===== config.mk =====
export PLATFORM = sky130hd
export DESIGN_NAME = fac_sum_stage
export DESIGN_NICKNAME = d
export VERILOG_FILES = /design/src/sv/fac_pkg.sv /design/src/sv/fac_sum_stage.sv
export SDC_FILE = /design/constraint.sdc
export NUM_CORES = 2
export LEC_CHECK = 0
export BUFFER_PORTS_ARGS = -buffer_cell sky130_fd_sc_hd__buf_2
export CORE_AREA = 2 2 612 614
export CTS_CLUSTER_DIAMETER = 60
export DETAILED_ROUTE_END_ITERATION = 12
export DIE_AREA = 0 0 614 616
export PLACE_DENSITY_LB_ADDON = 0.05
export SYNTH_ARGS = -nofsm -noshare
export SYNTH_HDL_FRONTEND = slang
export SYNTH_SLANG_ARGS = --single-unit

===== constraint.sdc =====
create_clock -name clk -period 1.1 [get_ports clk]
set_input_delay 0.11 -clock clk [delete_from_list [all_inputs] [get_ports clk]]
set_output_delay 0.11 -clock clk [all_outputs]
set_load 0.01 [all_outputs]

===== src/sv/fac_pkg.sv =====
// ----------------------------------------------------------------------------
// fac_pkg
// types, constants and helpers shared by the frustum culling pipeline
// ----------------------------------------------------------------------------
`default_nettype none

package fac_pkg;

	localparam int PLANE_COUNT = 6;
	localparam int REG_COUNT   = 6;
	localparam int IDX_W       = 3;
	localparam int REG_W       = 64;
	localparam int COORD_W     = 16;
	localparam int PROD_W      = 2 * COORD_W;
	localparam int DIST_W      = PROD_W + 2;
	localparam int FRAC_W      = 14;

	localparam logic [IDX_W-1:0] REG_PLANE_RIGHT  = 3'd0;
	localparam logic [IDX_W-1:0] REG_PLANE_LEFT   = 3'd1;
	localparam logic [IDX_W-1:0] REG_PLANE_BOTTOM = 3'd2;
	localparam logic [IDX_W-1:0] REG_PLANE_TOP    = 3'd3;
	localparam logic [IDX_W-1:0] REG_PLANE_FAR    = 3'd4;
	localparam logic [IDX_W-1:0] REG_PLANE_NEAR   = 3'd5;

	typedef logic signed [COORD_W-1:0] coord_t;
	typedef logic signed [PROD_W-1:0]  prod_t;
	typedef logic signed [DIST_W-1:0]  dist_t;

	typedef struct packed {
		logic signed [COORD_W-1:0] nx;
		logic signed [COORD_W-1:0] ny;
		logic signed [COORD_W-1:0] nz;
		logic signed [COORD_W-1:0] d;
	} plane_t;

	typedef struct packed {
		logic signed [COORD_W-1:0] min_x;
		logic signed [COORD_W-1:0] min_y;
		logic signed [COORD_W-1:0] min_z;
		logic signed [COORD_W-1:0] max_x;
		logic signed [COORD_W-1:0] max_y;
		logic signed [COORD_W-1:0] max_z;
	} box_t;

	typedef struct packed {
		logic valid;
		logic adv;
	} stage_ctl_t;

	function automatic plane_t unpack_plane(input logic [REG_W-1:0] r);
		plane_t p;
		p.nx = r[63:48];
		p.ny = r[47:32];
		p.nz = r[31:16];
		p.d  = r[15:0];
		return p;
	endfunction

endpackage

`default_nettype wire


===== src/sv/fac_sum_stage.sv =====
// ----------------------------------------------------------------------------
// fac_sum_stage
// best corner distance per plane: per axis maximum and the plane sum
// ----------------------------------------------------------------------------
`default_nettype none

module fac_sum_stage (
	input  wire                    clk,
	input  wire                    arst_n,
	input  fac_pkg::stage_ctl_t    ctl,
	input  fac_pkg::prod_t         lo [fac_pkg::PLANE_COUNT][3],
	input  fac_pkg::prod_t         hi [fac_pkg::PLANE_COUNT][3],
	input  fac_pkg::dist_t         base [fac_pkg::PLANE_COUNT],
	output logic                   valid_s3,
	output fac_pkg::dist_t         best_s3 [fac_pkg::PLANE_COUNT]
);
	import fac_pkg::*;

	prod_t term [PLANE_COUNT][3];
	dist_t best [PLANE_COUNT];

	always_comb begin
		for (int i = 0; i < PLANE_COUNT; i++) begin
			for (int k = 0; k < 3; k++) begin
				term[i][k] = (lo[i][k] > hi[i][k]) ? lo[i][k] : hi[i][k];
			end
			best[i] = base[i] + dist_t'(term[i][0]) + dist_t'(term[i][1])
				+ dist_t'(term[i][2]);
		end
	end

	always_ff @(posedge clk or negedge arst_n) begin
		if (!arst_n) begin
			valid_s3 <= 1'b0;
		end else if (ctl.adv) begin
			valid_s3 <= ctl.valid;
		end
	end

	always_ff @(posedge clk) begin
		if (ctl.adv) begin
			best_s3 <= best;
		end
	end

endmodule

`default_nettype wire


==> results.cfg <==
[flow_run]
drv_cap = 0

[synth]
synth_top_family_by_area = adder cells
syn_area_um2 = 46600
syn_avg_cell_area_um2 = 8.55
syn_nets = 7984
muxShareOfSynthArea = 0.0883
synth_seq_cells = 205
synthCells = 5454
post-synth-top-count-cell = inv_1
yosysUniqueCellTypes = 85
yosysSeqAreaShare = 0.132
yosys_warnings = 0
synth_xor_area_frac = 0.0382
synthSimpleGateAreaFrac = 0.0961
synth_top_area_share = 0.208
synth_fa_ha_area_frac = 0.378
netlist_top_cells_count = inv_1, ha_1, fa_1
synth.area.top_cells = ha_1, fa_1, edfxtp_1, inv_1, mux2_2
synth-compound-area-share = 0.154
synth_top_cell_by_area = ha_1
synthArstFlopShare = 0.00488
synth_edf_count = 204
yosys_most_used_dff = edfxtp_1

[setup_path]
cp_num_cells = 31
rrSetupSlack_ps = 230
r2r_end = valid_s3
worstSetupPathType = in2reg
cp-start-kind = primary input
r2r_cells = 1
critPathTopFamily = compound AO/OA/AOI/OAI gates
critPathMaxStageDelay_ps = 510
crit_top_cell = a21o_1
crit_required_ps = 1550
cp_slowest_cell = fa_1
cp_max_fo = 4
crit_arrival_ps = 6040
reg2reg_from = valid_s3
crit_path_end_kind = register
crit_buf_inv = 8

[drt]
wl_um = 328000
post-route-drc-count = 0
post_drt_wl_per_cell_um = 23.6
via_per_inst = 3.72
drt-pass1-iter-count = 5
vias = 51700
drtIter0Drc = 1823
postRouteAntennaNets = 0

[sta]
period_share = 5.09
setup_viol = 409
worstMarginPinSlew_ps = 678
fmax_mhz = 179
rsz0062_at_grt = true
drv_slew = 0
hold_violations = 5
period_minus_slack_ps = 5600
finalWorstSetupSlack_ps = -4500
hold_ws_ps = -157
maxSlewHeadroom = 0.546
clock-skew-final_ps = 0

[floorplan]
coreArea_um2 = 371000
die_w_um = 614
die_area_um2 = 378000
io_pins = 1565
initial_core_util = 0.126
die_h_um = 616
num_rows = 224

[power_and_ir_drop]
power.leakage_uw = 0.0426
powerDensity_nw_per_um2 = 2350
ir_drop_uv = 1450
power_uw = 198000

[final_layout]
final_core_util = 0.227
n_fill_cell = 41300
drive_above_1_share = 0.519
regArea_um2 = 6150
multi_input_area_um2 = 41700
fin_cells = 13900
syn_to_final_growth_pct = 80.8
final_nets = 11300

[placement]
dp_hpwl_um = 303000
pre_cts_ws_ps = -6500
io_buffers = 1564
gp_congestion = 0.887
post-place-cells = 13500

[global_routing]
track_usage = 0.168
grt_use_met3 = 0.0382
grt_pass1_vias = 56100
grtUsageMet1 = 0.182
busiest_layer = met2
grt_overflow = 0
grt_pass1_wl_um = 442000
met2_usage = 0.326
grt_max_degree = 31
antenna_found_initial = 323

[clock_network]
cts_buffers = 54
cts_root_buffer = clkbuf_16
cts_buffer_depth = 3
cts_tree = done
cts.reportedPaths.clkPinSlew_ps = 40
clock_sinks = 205
clkLatencyLatePin_ps = 720
cts_hold_buf = 4
cts_max_level = 2

[min_path]
hold_path.class = in2reg
holdPathStages = 3
hp-start = lo[160]
min_to = best_s3[34]

[run_status]
status = finished with violations
violations = hold timing, setup timing
logic make-up (layout without fill, tap and decap cells):
| kind of cell | Yosys count | after routing |
|---|---|---|
| buffers and inverters | 1408 | 4770 |
| other | 0 | 89 |
| adders and majority gates | 1170 | 1170 |
| and+or+nand+nor | 941 | 942 |
| muxes | 383 | 384 |
| xor gates and xnor gates | 194 | 194 |
| AOI/OAI and AO/OA | 1153 | 1153 |
| DFF | 205 | 205 |
placed cells by master (no fill, tap or decap), drive strengths merged, types with 23 or more instances in the layout:
| cell type | count |
|---|---|
| a2111oi | 23 |
| a211oi | 34 |
| a21o | 195 |
| a21oi | 339 |
| a31oi | 26 |
| and3 | 24 |
| buf | 3341 |
| clkbuf | 65 |
| diode | 89 |
| edfxtp | 204 |
| fa | 396 |
| ha | 774 |
| inv | 1323 |
| mux2 | 227 |
| mux2i | 157 |
| nand2 | 326 |
| nand2b | 31 |
| nand3 | 86 |
| nand4 | 112 |
| nor2 | 192 |
| nor2b | 43 |
| nor3 | 53 |
| o211ai | 29 |
| o21a | 38 |
| o21ai | 313 |
| o21bai | 32 |
| xnor2 | 132 |
| xor2 | 56 |
timing repair:
action                                  CTS  global route
pin swaps                               388           363
endpoints found under the setup margin  409           409
resized for setup                       774           438
buffers inserted                        128           115
hold endpoints to repair                 40             5
cloned                                    6             3
state kept, by name, indices dropped and copies added, names as in the netlist:
| register | count |
|---|---|
| best_s3 | 204 |
| valid_s3 | 1 |
worst max-delay path by stage:
stage,endpoint,start
final,best_s3[159],lo[421]
after global routing,best_s3[33],hi[37]
after CTS,best_s3[169],hi[417]
after detailed placement,best_s3[29],hi[17]
after global placement,best_s3[29],lo[17]
after floorplan,best_s3[57],hi[114]
routing by layer:
metal	wire (µm)	share of wire
met3	19000	0.058
met2	175000	0.53
met5	741	0.0023
met4	9490	0.029
met1	123000	0.38
layout make-up:
cell class | instances | area share
Multi-Input combinational cell | 3843 | 0.494
Clock buffer | 60 | 0.0165
Sequential cell | 205 | 0.0729
Clock inverter | 42 | 0.00616
Tap cell | 4972 | 0.0738
Timing Repair Buffer | 3350 | 0.273
Antenna cell | 89 | 0.00264
Inverter | 1318 | 0.0607
per-stage QoR:
| stage | setup TNS, ps | instance area (µm²) |
|---|---|---|
| 6_report | -797870 | 84300 |
| 3_3_place_gp | -991260 | 75000 |
| 3_5_place_dp | -984370 | 75000 |
| 2_1_floorplan | -728560 | 49200 |
| 4_1_cts | -816050 | 81500 |
| 5_1_grt | -845380 | 84200 |
power by group:
part	switching (µW)	internal (µW)
Clock	6440	11100
Combinational	81200	80500
Sequential	1680	17300
No activity file was read; power rests on OpenSTA's default activity.
